==> src/design/slrt_pkg.sv <==
// Shared types, widths and codes for the linear-ramp stepper step timer.
// Used by every module of the block; depends on nothing.
`default_nettype none

package slrt_pkg;

    localparam int DELAY_W    = 22;
    localparam int COUNT_W    = 32;
    localparam int POS_W      = 32;
    localparam int CLK_W      = 8;
    localparam int CODE_W     = 3;
    localparam int TICKS_W    = 16;
    localparam int CYC_W      = CLK_W + DELAY_W;
    localparam int CFG_IDX_W  = 2;
    localparam int CFG_DATA_W = 22;
    localparam int S_TDATA_W  = 56;
    localparam int M_TDATA_W  = 112;

    // divider operands: delay times (4n+1) over 4n-1 for a ramp-down step, twice the delay over 4n+1 otherwise
    localparam int DIV_NUM_W = DELAY_W + DELAY_W + 2;
    localparam int DIV_DEN_W = DELAY_W + 2;

    localparam int TIMER_RES_DEFAULT = 65536;

    localparam logic [DELAY_W-1:0] START_DELAY_RST = 22'd1000;
    localparam logic [DELAY_W-1:0] THRESHOLD_RST   = 22'h3FFFFF;
    localparam logic [CLK_W-1:0]   CLOCK_MHZ_RST   = 8'd16;
    localparam logic               INVERT_RST      = 1'b0;
    localparam logic [DELAY_W-1:0] RAMP_MAX        = 22'h3FFFFF;

    typedef enum logic [CFG_IDX_W-1:0] {
        CFG_START_DELAY = 2'd0,
        CFG_THRESHOLD   = 2'd1,
        CFG_CLOCK_MHZ   = 2'd2,
        CFG_INVERT      = 2'd3
    } cfg_reg_t;

    localparam logic OP_START = 1'b0;
    localparam logic OP_STEP  = 1'b1;

    typedef enum logic [CODE_W-1:0] {
        PRE_DIV1    = 3'd0,
        PRE_DIV8    = 3'd1,
        PRE_DIV64   = 3'd2,
        PRE_DIV256  = 3'd3,
        PRE_DIV1024 = 3'd4
    } prescale_t;

    typedef enum logic [2:0] {
        KIND_START = 3'd0,
        KIND_HOLD  = 3'd1,
        KIND_HALT  = 3'd2,
        KIND_UP    = 3'd3,
        KIND_DOWN  = 3'd4
    } kind_t;

    typedef struct packed {
        logic                  en;
        logic [CFG_IDX_W-1:0]  index;
        logic [CFG_DATA_W-1:0] data;
    } cfg_wr_t;

    typedef struct packed {
        logic               operation;
        logic               direction;
        logic [DELAY_W-1:0] target_delay;
        logic [COUNT_W-1:0] target_count;
        logic               run;
    } in_item_t;

    typedef struct packed {
        logic [CODE_W-1:0]  prescale_code;
        logic [TICKS_W-1:0] compare_ticks;
        logic [POS_W-1:0]   position;
        logic [COUNT_W-1:0] step_count;
        logic [DELAY_W-1:0] current_delay;
        logic               at_target;
        logic               done_res;
    } out_item_t;

    typedef struct packed {
        logic load;
        logic apply;
        logic div_start;
        logic update;
        logic tmul;
        logic finish;
    } cmd_t;

    typedef struct packed {
        logic needs_div;
        logic div_done;
    } status_t;

endpackage

`default_nettype wire

==> src/design/slrt_div.sv <==
// Restoring serial divider, one quotient bit per cycle.
// Depends on slrt_pkg for default operand widths.
`default_nettype none

module slrt_div #(
    parameter int NumW = slrt_pkg::DIV_NUM_W,
    parameter int DenW = slrt_pkg::DIV_DEN_W
) (
    input  wire logic            clk,
    input  wire logic            rst_n,
    input  wire logic            start,
    input  wire logic [NumW-1:0] num,
    input  wire logic [DenW-1:0] den,
    output logic                 done,
    output logic [NumW-1:0]      quotient
);

    localparam int CntW = $clog2(NumW);

    logic [CntW-1:0] cnt_reg;
    logic            busy_reg;
    logic            done_reg;
    logic [DenW-1:0] rem_reg;
    logic [DenW-1:0] rem_next;
    logic [DenW-1:0] den_reg;
    logic [NumW-1:0] quo_reg;
    logic [DenW:0]   trial;
    logic [DenW:0]   diff;
    logic            ge;

    always_comb
    begin
        trial    = {rem_reg, quo_reg[NumW-1]};
        diff     = trial - {1'b0, den_reg};
        ge       = (trial >= {1'b0, den_reg});
        rem_next = ge ? diff[DenW-1:0] : trial[DenW-1:0];
    end

    always_ff @(posedge clk or negedge rst_n)
    begin
        if (!rst_n)
        begin
            cnt_reg  <= '0;
            busy_reg <= 1'b0;
            done_reg <= 1'b0;
        end
        else if (start)
        begin
            cnt_reg  <= CntW'(NumW - 1);
            busy_reg <= 1'b1;
            done_reg <= 1'b0;
        end
        else if (busy_reg)
        begin
            cnt_reg <= cnt_reg - 1'b1;
            if (cnt_reg == '0)
            begin
                busy_reg <= 1'b0;
                done_reg <= 1'b1;
            end
        end
        else
        begin
            done_reg <= 1'b0;
        end
    end

    // quotient bits shift in as the dividend shifts out
    always_ff @(posedge clk)
    begin
        if (start)
        begin
            quo_reg <= num;
            rem_reg <= '0;
            den_reg <= den;
        end
        else if (busy_reg)
        begin
            quo_reg <= {quo_reg[NumW-2:0], ge};
            rem_reg <= rem_next;
        end
    end

    assign done     = done_reg;
    assign quotient = quo_reg;

endmodule

`default_nettype wire

==> src/design/slrt_dp.sv <==
// Datapath: configuration, move state, ramp arithmetic and timer setting.
// Depends on slrt_pkg and slrt_div; driven by commands from slrt_ctrl.
`default_nettype none

module slrt_dp #(
    parameter int TimerResolution = slrt_pkg::TIMER_RES_DEFAULT
) (
    input  wire logic                clk,
    input  wire logic                rst_n,
    input  wire slrt_pkg::cfg_wr_t   cfg_wr,
    input  wire slrt_pkg::in_item_t  in_item,
    input  wire slrt_pkg::cmd_t      cmd,
    output slrt_pkg::status_t        status,
    output slrt_pkg::out_item_t      out_item
);

    localparam int DW = slrt_pkg::DELAY_W;
    localparam int CW = slrt_pkg::COUNT_W;
    localparam logic [31:0] Lim1    = 32'(TimerResolution);
    localparam logic [31:0] Lim8    = 32'(TimerResolution * 8);
    localparam logic [31:0] Lim64   = 32'(TimerResolution * 64);
    localparam logic [31:0] Lim256  = 32'(TimerResolution * 256);
    localparam logic [31:0] Lim1024 = 32'(TimerResolution * 1024);
    localparam logic [slrt_pkg::TICKS_W-1:0] TicksMax =
        slrt_pkg::TICKS_W'(TimerResolution - 1);

    // configuration
    logic [DW-1:0]              start_delay_reg;
    logic [DW-1:0]              threshold_reg;
    logic [slrt_pkg::CLK_W-1:0] clock_mhz_reg;
    logic                       invert_reg;

    // move state
    slrt_pkg::in_item_t         in_reg;
    logic [slrt_pkg::POS_W-1:0] position_reg, position_next;
    logic [CW-1:0]              steps_reg, steps_next;
    logic [DW-1:0]              delay_reg, delay_next;
    logic [DW-1:0]              goal_delay_reg, goal_delay_next;
    logic [DW-1:0]              ramp_reg, ramp_next;
    logic [CW-1:0]              goal_count_reg, goal_count_next;
    logic                       running_reg, running_next;
    logic                       reached_reg, reached_next;
    logic                       stopped_reg, stopped_next;
    slrt_pkg::kind_t            kind_reg, kind_next;
    logic [slrt_pkg::CYC_W-1:0] cyc_reg;
    slrt_pkg::out_item_t        out_reg, out_next;

    // arithmetic
    logic [slrt_pkg::DIV_NUM_W-1:0] div_num;
    logic [slrt_pkg::DIV_DEN_W-1:0] div_den;
    logic [slrt_pkg::DIV_DEN_W-1:0] den_up;
    logic [slrt_pkg::DIV_DEN_W-1:0] den_down;
    logic [slrt_pkg::DIV_NUM_W-1:0] quotient;
    logic                           div_done;
    logic [DW-1:0]                  delay_dec;
    logic                           instant;
    logic [31:0]                    cyc32;
    logic [slrt_pkg::CODE_W-1:0]    code;
    logic [slrt_pkg::TICKS_W-1:0]   ticks;
    logic [CW:0]                    steps_plus_ramp;

    always_ff @(posedge clk or negedge rst_n)
    begin
        if (!rst_n)
        begin
            start_delay_reg <= slrt_pkg::START_DELAY_RST;
            threshold_reg   <= slrt_pkg::THRESHOLD_RST;
            clock_mhz_reg   <= slrt_pkg::CLOCK_MHZ_RST;
            invert_reg      <= slrt_pkg::INVERT_RST;
        end
        else if (cfg_wr.en)
        begin
            case (slrt_pkg::cfg_reg_t'(cfg_wr.index))
                slrt_pkg::CFG_START_DELAY: start_delay_reg <= cfg_wr.data[DW-1:0];
                slrt_pkg::CFG_THRESHOLD:   threshold_reg   <= cfg_wr.data[DW-1:0];
                slrt_pkg::CFG_CLOCK_MHZ:   clock_mhz_reg   <= cfg_wr.data[slrt_pkg::CLK_W-1:0];
                slrt_pkg::CFG_INVERT:      invert_reg      <= cfg_wr.data[0];
                default: ;
            endcase
        end
    end

    assign instant = (goal_delay_reg >= threshold_reg) && (delay_reg >= threshold_reg);
    assign status.needs_div = (in_reg.operation == slrt_pkg::OP_STEP) && !instant
                              && (delay_reg != goal_delay_reg);
    assign status.div_done  = div_done;

    // divider operands use the ramp count already updated by the apply step
    assign den_up   = {ramp_reg, 2'b01};
    assign den_down = {ramp_reg - 1'b1, 2'b11};

    always_comb
    begin
        if (kind_reg == slrt_pkg::KIND_DOWN)
        begin
            div_num = slrt_pkg::DIV_NUM_W'(delay_reg) * slrt_pkg::DIV_NUM_W'(den_up);
            div_den = den_down;
        end
        else
        begin
            div_num = slrt_pkg::DIV_NUM_W'({delay_reg, 1'b0});
            div_den = den_up;
        end
    end

    slrt_div #(
        .NumW (slrt_pkg::DIV_NUM_W),
        .DenW (slrt_pkg::DIV_DEN_W)
    ) u_div (
        .clk      (clk),
        .rst_n    (rst_n),
        .start    (cmd.div_start),
        .num      (div_num),
        .den      (div_den),
        .done     (div_done),
        .quotient (quotient)
    );

    assign delay_dec = delay_reg - quotient[DW-1:0];

    // prescaler selection from the registered cycle count
    always_comb
    begin
        cyc32 = 32'(cyc_reg);
        if (cyc32 < Lim1)
        begin
            code  = slrt_pkg::PRE_DIV1;
            ticks = cyc32[15:0];
        end
        else if (cyc32 < Lim8)
        begin
            code  = slrt_pkg::PRE_DIV8;
            ticks = cyc32[18:3];
        end
        else if (cyc32 < Lim64)
        begin
            code  = slrt_pkg::PRE_DIV64;
            ticks = cyc32[21:6];
        end
        else if (cyc32 < Lim256)
        begin
            code  = slrt_pkg::PRE_DIV256;
            ticks = cyc32[23:8];
        end
        else if (cyc32 < Lim1024)
        begin
            code  = slrt_pkg::PRE_DIV1024;
            ticks = cyc32[25:10];
        end
        else
        begin
            code  = slrt_pkg::PRE_DIV1024;
            ticks = TicksMax;
        end
    end

    assign steps_plus_ramp = {1'b0, steps_reg} + (CW+1)'(ramp_reg);

    always_comb
    begin
        position_next   = position_reg;
        steps_next      = steps_reg;
        delay_next      = delay_reg;
        goal_delay_next = goal_delay_reg;
        ramp_next       = ramp_reg;
        goal_count_next = goal_count_reg;
        running_next    = running_reg;
        reached_next    = reached_reg;
        stopped_next    = stopped_reg;
        kind_next       = kind_reg;
        out_next        = out_reg;

        if (cmd.apply)
        begin
            if (in_reg.operation == slrt_pkg::OP_START)
            begin
                goal_delay_next = in_reg.target_delay;
                goal_count_next = in_reg.target_count;
                running_next    = in_reg.run;
                steps_next      = '0;
                ramp_next       = '0;
                delay_next      = start_delay_reg;
                reached_next    = 1'b0;
                stopped_next    = 1'b0;
                kind_next       = slrt_pkg::KIND_START;
            end
            else
            begin
                position_next = (in_reg.direction != invert_reg) ? position_reg + 1'b1
                                                                 : position_reg - 1'b1;
                steps_next    = steps_reg + 1'b1;
                kind_next     = slrt_pkg::KIND_HOLD;
                if (instant)
                begin
                    if (!running_reg)
                    begin
                        ramp_next    = '0;
                        delay_next   = start_delay_reg;
                        reached_next = 1'b1;
                        stopped_next = 1'b1;
                        kind_next    = slrt_pkg::KIND_HALT;
                    end
                    else if (delay_reg != goal_delay_reg)
                    begin
                        ramp_next    = DW'(1);
                        delay_next   = goal_delay_reg;
                        reached_next = 1'b1;
                    end
                end
                else if (delay_reg > goal_delay_reg)
                begin
                    ramp_next = (ramp_reg < slrt_pkg::RAMP_MAX) ? ramp_reg + 1'b1 : ramp_reg;
                    kind_next = slrt_pkg::KIND_UP;
                end
                else if (delay_reg < goal_delay_reg)
                begin
                    ramp_next = (ramp_reg > DW'(1)) ? ramp_reg - 1'b1 : DW'(1);
                    kind_next = slrt_pkg::KIND_DOWN;
                end
            end
        end

        if (cmd.update)
        begin
            if (kind_reg == slrt_pkg::KIND_UP)
            begin
                if (delay_dec <= goal_delay_reg)
                begin
                    delay_next   = goal_delay_reg;
                    reached_next = 1'b1;
                end
                else
                begin
                    delay_next = delay_dec;
                end
            end
            else
            begin
                if (quotient >= slrt_pkg::DIV_NUM_W'(goal_delay_reg))
                begin
                    delay_next   = goal_delay_reg;
                    reached_next = 1'b1;
                end
                else
                begin
                    delay_next = quotient[DW-1:0];
                end
            end
        end

        if (cmd.finish)
        begin
            // switch to ramp-down once the steps left match the ramp length
            if (kind_reg != slrt_pkg::KIND_START && kind_reg != slrt_pkg::KIND_HALT
                && running_reg && steps_plus_ramp >= (CW+1)'(goal_count_reg))
            begin
                running_next    = 1'b0;
                goal_delay_next = start_delay_reg;
                reached_next    = 1'b0;
            end
            out_next.prescale_code = (kind_reg == slrt_pkg::KIND_HALT) ? '0 : code;
            out_next.compare_ticks = (kind_reg == slrt_pkg::KIND_HALT) ? '0 : ticks;
            out_next.position      = position_reg;
            out_next.step_count    = steps_reg;
            out_next.current_delay = delay_reg;
            out_next.at_target     = reached_next;
            out_next.done_res      = stopped_reg;
        end
    end

    always_ff @(posedge clk or negedge rst_n)
    begin
        if (!rst_n)
        begin
            position_reg   <= '0;
            steps_reg      <= '0;
            delay_reg      <= slrt_pkg::START_DELAY_RST;
            goal_delay_reg <= slrt_pkg::START_DELAY_RST;
            ramp_reg       <= '0;
            goal_count_reg <= '0;
            running_reg    <= 1'b0;
            reached_reg    <= 1'b0;
            stopped_reg    <= 1'b1;
            kind_reg       <= slrt_pkg::KIND_START;
        end
        else
        begin
            position_reg   <= position_next;
            steps_reg      <= steps_next;
            delay_reg      <= delay_next;
            goal_delay_reg <= goal_delay_next;
            ramp_reg       <= ramp_next;
            goal_count_reg <= goal_count_next;
            running_reg    <= running_next;
            reached_reg    <= reached_next;
            stopped_reg    <= stopped_next;
            kind_reg       <= kind_next;
        end
    end

    always_ff @(posedge clk)
    begin
        if (cmd.load)
        begin
            in_reg <= in_item;
        end
        if (cmd.tmul)
        begin
            cyc_reg <= slrt_pkg::CYC_W'(clock_mhz_reg) * slrt_pkg::CYC_W'(delay_reg);
        end
        out_reg <= out_next;
    end

    assign out_item = out_reg;

endmodule

`default_nettype wire

==> src/design/slrt_ctrl.sv <==
// Controller: sequences load, ramp update, divider and timer setup per item.
// Depends on slrt_pkg; commands slrt_dp through cmd_t and reads status_t.
`default_nettype none

module slrt_ctrl (
    input  wire logic              clk,
    input  wire logic              rst_n,
    input  wire logic              s_tvalid,
    output logic                   s_tready,
    output logic                   m_tvalid,
    input  wire logic              m_tready,
    input  wire slrt_pkg::status_t status,
    output slrt_pkg::cmd_t         cmd
);

    typedef enum logic [6:0] {
        ST_IDLE   = 7'b0000001,
        ST_APPLY  = 7'b0000010,
        ST_PREP   = 7'b0000100,
        ST_DIV    = 7'b0001000,
        ST_UPDATE = 7'b0010000,
        ST_TMUL   = 7'b0100000,
        ST_FINISH = 7'b1000000
    } state_t;

    state_t state_reg, state_next;
    logic   m_tvalid_reg, m_tvalid_next;
    logic   out_free;

    assign out_free = !m_tvalid_reg || m_tready;

    always_comb
    begin
        state_next = state_reg;
        cmd        = '0;
        case (state_reg)
            ST_IDLE:
            begin
                if (s_tvalid)
                begin
                    cmd.load   = 1'b1;
                    state_next = ST_APPLY;
                end
            end
            ST_APPLY:
            begin
                cmd.apply  = 1'b1;
                state_next = status.needs_div ? ST_PREP : ST_TMUL;
            end
            ST_PREP:
            begin
                cmd.div_start = 1'b1;
                state_next    = ST_DIV;
            end
            ST_DIV:
            begin
                if (status.div_done)
                begin
                    state_next = ST_UPDATE;
                end
            end
            ST_UPDATE:
            begin
                cmd.update = 1'b1;
                state_next = ST_TMUL;
            end
            ST_TMUL:
            begin
                cmd.tmul   = 1'b1;
                state_next = ST_FINISH;
            end
            ST_FINISH:
            begin
                // hold until the output register can take the result
                if (out_free)
                begin
                    cmd.finish = 1'b1;
                    state_next = ST_IDLE;
                end
            end
            default:
            begin
                state_next = ST_IDLE;
            end
        endcase
    end

    always_comb
    begin
        if (cmd.finish)
        begin
            m_tvalid_next = 1'b1;
        end
        else if (m_tready)
        begin
            m_tvalid_next = 1'b0;
        end
        else
        begin
            m_tvalid_next = m_tvalid_reg;
        end
    end

    always_ff @(posedge clk or negedge rst_n)
    begin
        if (!rst_n)
        begin
            state_reg    <= ST_IDLE;
            m_tvalid_reg <= 1'b0;
        end
        else
        begin
            state_reg    <= state_next;
            m_tvalid_reg <= m_tvalid_next;
        end
    end

    assign s_tready = (state_reg == ST_IDLE);
    assign m_tvalid = m_tvalid_reg;

endmodule

`default_nettype wire

==> src/design/stepper_linear_ramp_step_timer_unit.sv <==
// Linear-ramp stepper step timer, top level. Depends on slrt_pkg, slrt_ctrl, slrt_dp.
// Each item runs apply, then for a ramp step the divider start, serial divide and update,
//   then timer multiply and finish; start, instant and steady steps skip the divider.
// One item at a time: a new beat is taken only once the previous item has finished;
//   a waiting result does not block the next input beat.
// Reset (rst_n, asynchronous, active low) restores default configuration and idle state.
`default_nettype none

module stepper_linear_ramp_step_timer_unit #(
    parameter int TimerResolution = slrt_pkg::TIMER_RES_DEFAULT
) (
    input  wire logic                            clk,
    input  wire logic                            rst_n,
    // input stream
    input  wire logic                            s_tvalid,
    output logic                                 s_tready,
    // direction, target_delay, target_count, run
    input  wire logic [slrt_pkg::S_TDATA_W-1:0]  s_tdata,
    // operation
    input  wire logic [0:0]                      s_tuser,
    // result stream
    output logic                                 m_tvalid,
    input  wire logic                            m_tready,
    // prescale_code, compare_ticks, position, step_count, current_delay,
    // at_target, done_res, then zero padding
    output logic [slrt_pkg::M_TDATA_W-1:0]       m_tdata,
    // configuration write port
    input  wire logic                            cfg_wr_en,
    input  wire logic [slrt_pkg::CFG_IDX_W-1:0]  cfg_index,
    input  wire logic [slrt_pkg::CFG_DATA_W-1:0] cfg_data
);

    localparam int OutBits = $bits(slrt_pkg::out_item_t);

    slrt_pkg::cfg_wr_t   cfg_wr;
    slrt_pkg::in_item_t  in_item;
    slrt_pkg::out_item_t out_item;
    slrt_pkg::cmd_t      cmd;
    slrt_pkg::status_t   status;

    assign cfg_wr.en    = cfg_wr_en;
    assign cfg_wr.index = cfg_index;
    assign cfg_wr.data  = cfg_data;

    // unpack the input beat: operation rides in tuser, the rest in tdata
    assign in_item.operation    = s_tuser[0];
    assign in_item.direction    = s_tdata[0];
    assign in_item.target_delay = s_tdata[22:1];
    assign in_item.target_count = s_tdata[54:23];
    assign in_item.run          = s_tdata[55];

    // pack the result: first field in the lowest bits
    assign m_tdata[2:0]     = out_item.prescale_code;
    assign m_tdata[18:3]    = out_item.compare_ticks;
    assign m_tdata[50:19]   = out_item.position;
    assign m_tdata[82:51]   = out_item.step_count;
    assign m_tdata[104:83]  = out_item.current_delay;
    assign m_tdata[105]     = out_item.at_target;
    assign m_tdata[106]     = out_item.done_res;
    assign m_tdata[slrt_pkg::M_TDATA_W-1:OutBits] = '0;

    // controller: walks each item through apply, then divide and update for ramp steps, then timer, finish
    slrt_ctrl u_ctrl (
        .clk      (clk),
        .rst_n    (rst_n),
        .s_tvalid (s_tvalid),
        .s_tready (s_tready),
        .m_tvalid (m_tvalid),
        .m_tready (m_tready),
        .status   (status),
        .cmd      (cmd)
    );

    // datapath: move state, ramp arithmetic and the result register
    slrt_dp #(
        .TimerResolution (TimerResolution)
    ) u_dp (
        .clk      (clk),
        .rst_n    (rst_n),
        .cfg_wr   (cfg_wr),
        .in_item  (in_item),
        .cmd      (cmd),
        .status   (status),
        .out_item (out_item)
    );

`ifndef ASSERT_OFF
    // one item at a time: an accepted beat closes the input until its result is built
    a_single_item: assert property (@(posedge clk) disable iff (!rst_n)
        (s_tvalid && s_tready) |=> !s_tready)
        else $error("input accepted while an item is in flight");

    // prescaler code stays within the divider set
    a_code_range: assert property (@(posedge clk) disable iff (!rst_n)
        m_tvalid |-> (m_tdata[2:0] <= 3'd4))
        else $error("prescale code out of range");

    // a fresh result only comes out of a finished item, never straight from idle
    a_result_source: assert property (@(posedge clk) disable iff (!rst_n)
        $rose(m_tvalid) |-> !$past(s_tready))
        else $error("result appeared without an item being processed");
`endif

endmodule

`default_nettype wire
==> config.mk <==
export PLATFORM = sky130hd
export DESIGN_NAME = stepper_linear_ramp_step_timer_unit
export DESIGN_NICKNAME = d
export VERILOG_FILES = /design/src/design/slrt_pkg.sv /design/src/design/slrt_div.sv /design/src/design/slrt_dp.sv /design/src/design/slrt_ctrl.sv /design/src/design/stepper_linear_ramp_step_timer_unit.sv
export SDC_FILE = /design/constraint.sdc
export NUM_CORES = 2
export LEC_CHECK = 0
export BUFFER_PORTS_ARGS = -buffer_cell sky130_fd_sc_hd__buf_2
export CELL_PAD_IN_SITES_DETAIL_PLACEMENT = 0
export CELL_PAD_IN_SITES_GLOBAL_PLACEMENT = 1
export CORE_MARGIN = 3
export CORE_UTILIZATION = 25
export DETAILED_ROUTE_END_ITERATION = 8
export PLACE_DENSITY_LB_ADDON = 0.1
export SLEW_MARGIN = 20
export SYNTH_ARGS = -nofsm -noshare
export SYNTH_HDL_FRONTEND = slang
export SYNTH_SLANG_ARGS = --single-unit
==> constraint.sdc <==
create_clock -name clk -period 14.41 [get_ports clk]
set_input_delay 1.441 -clock clk [delete_from_list [all_inputs] [get_ports clk]]
set_output_delay 1.441 -clock clk [all_outputs]
set_load 0.05 [all_outputs]
==> run metrics <==
Routed Wire Length=174000 um; share of layout cells above drive strength 1=10.3%; maximum clock path buffer count=3; data arrival at the endpoint of the critical path=8780 ps; most instantiated flip-flop cell in the synthesis netlist=edfxtp_1; Synth Area per Inst=9.54 um^2; Netlist cell types=93; setup_tns=0 ps; total area of multi-input combinational cells=0.0336 mm^2; Die ar.=0.212 mm^2; ports placed on the boundary=200; global-route usage over all layers=16.6%; achievable clock frequency=0.119 GHz; minimum setup slack among reg-to-reg paths=6040 ps; wire length of the first global-routing pass=267000 um; TritonCTS clock tree=yes; clock transition at the registers of the reported paths=60 ps; Sink Count=524; sequential cell area=0.0144 mm^2; DR DRC count=0; TritonCTS buffer count=74; length in cells of the worst reg-to-reg path=24; number of cells traversed by the worst hold path=0; Final Hold Violating Endpoints=0; classification of the worst setup path=reg -> reg; count of max-cap constraint violations=0; Slew @ Worst Pin=1060 ps; share of the clock period used by the worst path=58.1%; Hold Path Class=reg -> reg; Finished Core Util=28.4%; number of global-route vias before repair=41300; Remaining Overflow, GRT=0; gate count of the mapped netlist=5423; Post-CTS Setup Inserts=0; placed instance area=0.0558 mm^2; Startpoint Class=flop; Gates resized, CTS repair=0; antenna violations before repair=6; number of enable flip-flop cells after synthesis=263; maximum fanout encountered on the critical timing path=21; DP HPWL=132000 um; Post-synth ARST share=45.2%; Max Clock Skew=33.2 ps; vias=38200; die extent in y=461 um; Final Max Slew Viols=0; Initial DRC Count=1782; area of all placed cells without fillers=0.0584 mm^2; IO Port Bufs=194; flop and latch count out of synthesis=524; setup repair after global routing missed its margin=false; chip width=461 um; Rel. slew slack=29.5%; Clock Tree Root=clkbuf_16; initial core utilization=25.2%; Clock Latency Late Sink=710 ps; pin count of the biggest net entering global routing=110; worst path setup slack after routing=6040 ps; core area=0.205 mm^2; Core Rows=166; final number of setup-violating endpoints=0; flip-flop count of the largest register, all copies and words added=107; count of antenna-violating nets left after detailed routing=0; post-cts hold buffer count=0; via density per instance=4.62; Setup crit end kind=flop; netlist area before placement=0.0517 mm^2; sequential area share after synthesis=27.8%; post-synthesis to final-layout area growth=12.8%; Setup WS pre-CTS=6060 ps; time the worst path needs with I/O delays and setup=8370 ps; FILL cells=21700; detailed-routing iteration count for the pre-antenna-repair pass=5; CTS HTree Levels=3; run status=finished clean; number of warning messages in the yosys log=0; routed length per placed instance=21.0 um; required time at the endpoint of the critical path=14820 ps; global placement routability congestion=0.787; total number of nets in the final design=6620
==> critical path: stages (launching register included) <==
cell and delay (ps):
dfstp_2 820, buf_4 360, and2_1 190, fa_1 410
inv_1 70, fa_1 450, fa_1 500, fa_1 490
inv_1 60, fa_1 540, fa_1 560, inv_1 60
fa_1 550, inv_1 50, ha_1 320, and3_1 250
a221o_1 350, a21oi_1 150, o21ai_0 140, o21ai_1 450
o221ai_1 340, a311oi_1 520, a21oi_1 150, xnor2_1 180
o21ai_0 90
==> cell families after synthesis <==
kind of cell / count (synthesis) / share of synthesized area, %
compound gates: 972 / 11.9
xor+xnor: 204 / 3.45
fa+ha+maj: 1005 / 32.1
buf+inv: 1001 / 7.38
flops: 524 / 27.8
mux: 108 / 2.28
other cells: 1 / 0.00725
simple gates: 1608 / 15.1
==> area by class of cell <==
type / instances / area share (%)
repair buffers: 284 / 2.86
clock buffers: 96 / 3.47
inverters: 743 / 4.78
well taps: 2688 / 5.76
clock inverters: 39 / 0.873
flip-flops and latches: 524 / 24.6
diodes: 4 / 0.0172
multi-input cells: 3902 / 57.6
==> final timing paths <==
check | from | endpoint
max | u_dp.delay_reg[8] | u_dp.u_div.quotient[43]
min reg2reg | u_dp.delay_reg[2] | u_dp.out_item[4]
max reg2reg | u_dp.delay_reg[8] | u_dp.u_div.quotient[43]
min in group asynchronous | rst_n | u_dp.u_div.cnt_reg[3]
min | u_dp.delay_reg[2] | u_dp.out_item[4]
max in group asynchronous | rst_n | u_dp.delay_reg[13]
==> metal layers <==
layer / vias to the layer above / global-route usage [%] / part of all wire [%]
met5: - / 0 / 0
met4: 0 / 4.35 / 2.6
met3: 154 / 1.95 / 3.2
met2: 527 / 28.0 / 48
met1: 19300 / 22.5 / 47
li1: 18300 / - / -
==> cells in the final DEF, fill, tap and decap left out, types with 26 or more instances in the layout <==
cell	instances
buf_2	193
edfxtp_1	263
a211oi_1	35
nand3_1	70
nand2b_1	35
dfstp_2	43
mux2i_1	31
xor2_1	97
dfrtp_1	192
inv_1	740
mux2_2	77
nor3_1	95
clkbuf_16	76
nor2_1	243
o21a_1	27
or3_1	26
fa_1	540
nand2_1	616
o21ai_0	262
and3_1	33
a21oi_1	256
a31oi_1	43
xnor2_1	107
buf_4	89
a21o_1	120
and2_1	336
nand4_1	45
ha_1	465
==> synthesized netlist by cell type, drive strengths merged, types with 12 or more instances <==
master  instances  area share, %
nor2          245            1.8
nor2b          24           0.29
o31ai          21           0.34
dfxtp          24           0.93
dfstp          43            2.2
a211oi         36           0.53
or3            26           0.31
o211ai         14           0.20
and2          337            4.1
buf            38           0.40
xor2           97            1.6
o22a           18           0.30
nand3b         12           0.17
o21bai         24           0.36
a221oi         26           0.47
nor3           97           0.94
clkbuf        220            1.6
o21a           27           0.39
nand2         619            4.5
or2            15           0.18
nor4           17           0.22
nand2b         36           0.44
mux2           77            1.7
nand4          45           0.54
nand3          70           0.68
ha            465             11
fa            540             21
a21oi         259            2.5
edfxtp        263             15
and3           33           0.40
a31oi          45           0.57
dfrtp         194            9.4
inv           742            5.4
xnor2         107            1.8
o22ai          12           0.15
mux2i          31           0.60
a21o          120            1.7
o21ai         276            2.7
==> stage by stage <==
step | hold slack (ps) | cells
finish | 454 | 8280
global route | 486 | 8277
CTS | 459 | 8276
detailed placement | 438 | 8141
global placement | 429 | 8141
floorplan | 423 | 5427
Power is not shown: default switching activity piles up to over one toggle a cycle in this logic, so the estimate is an artifact.
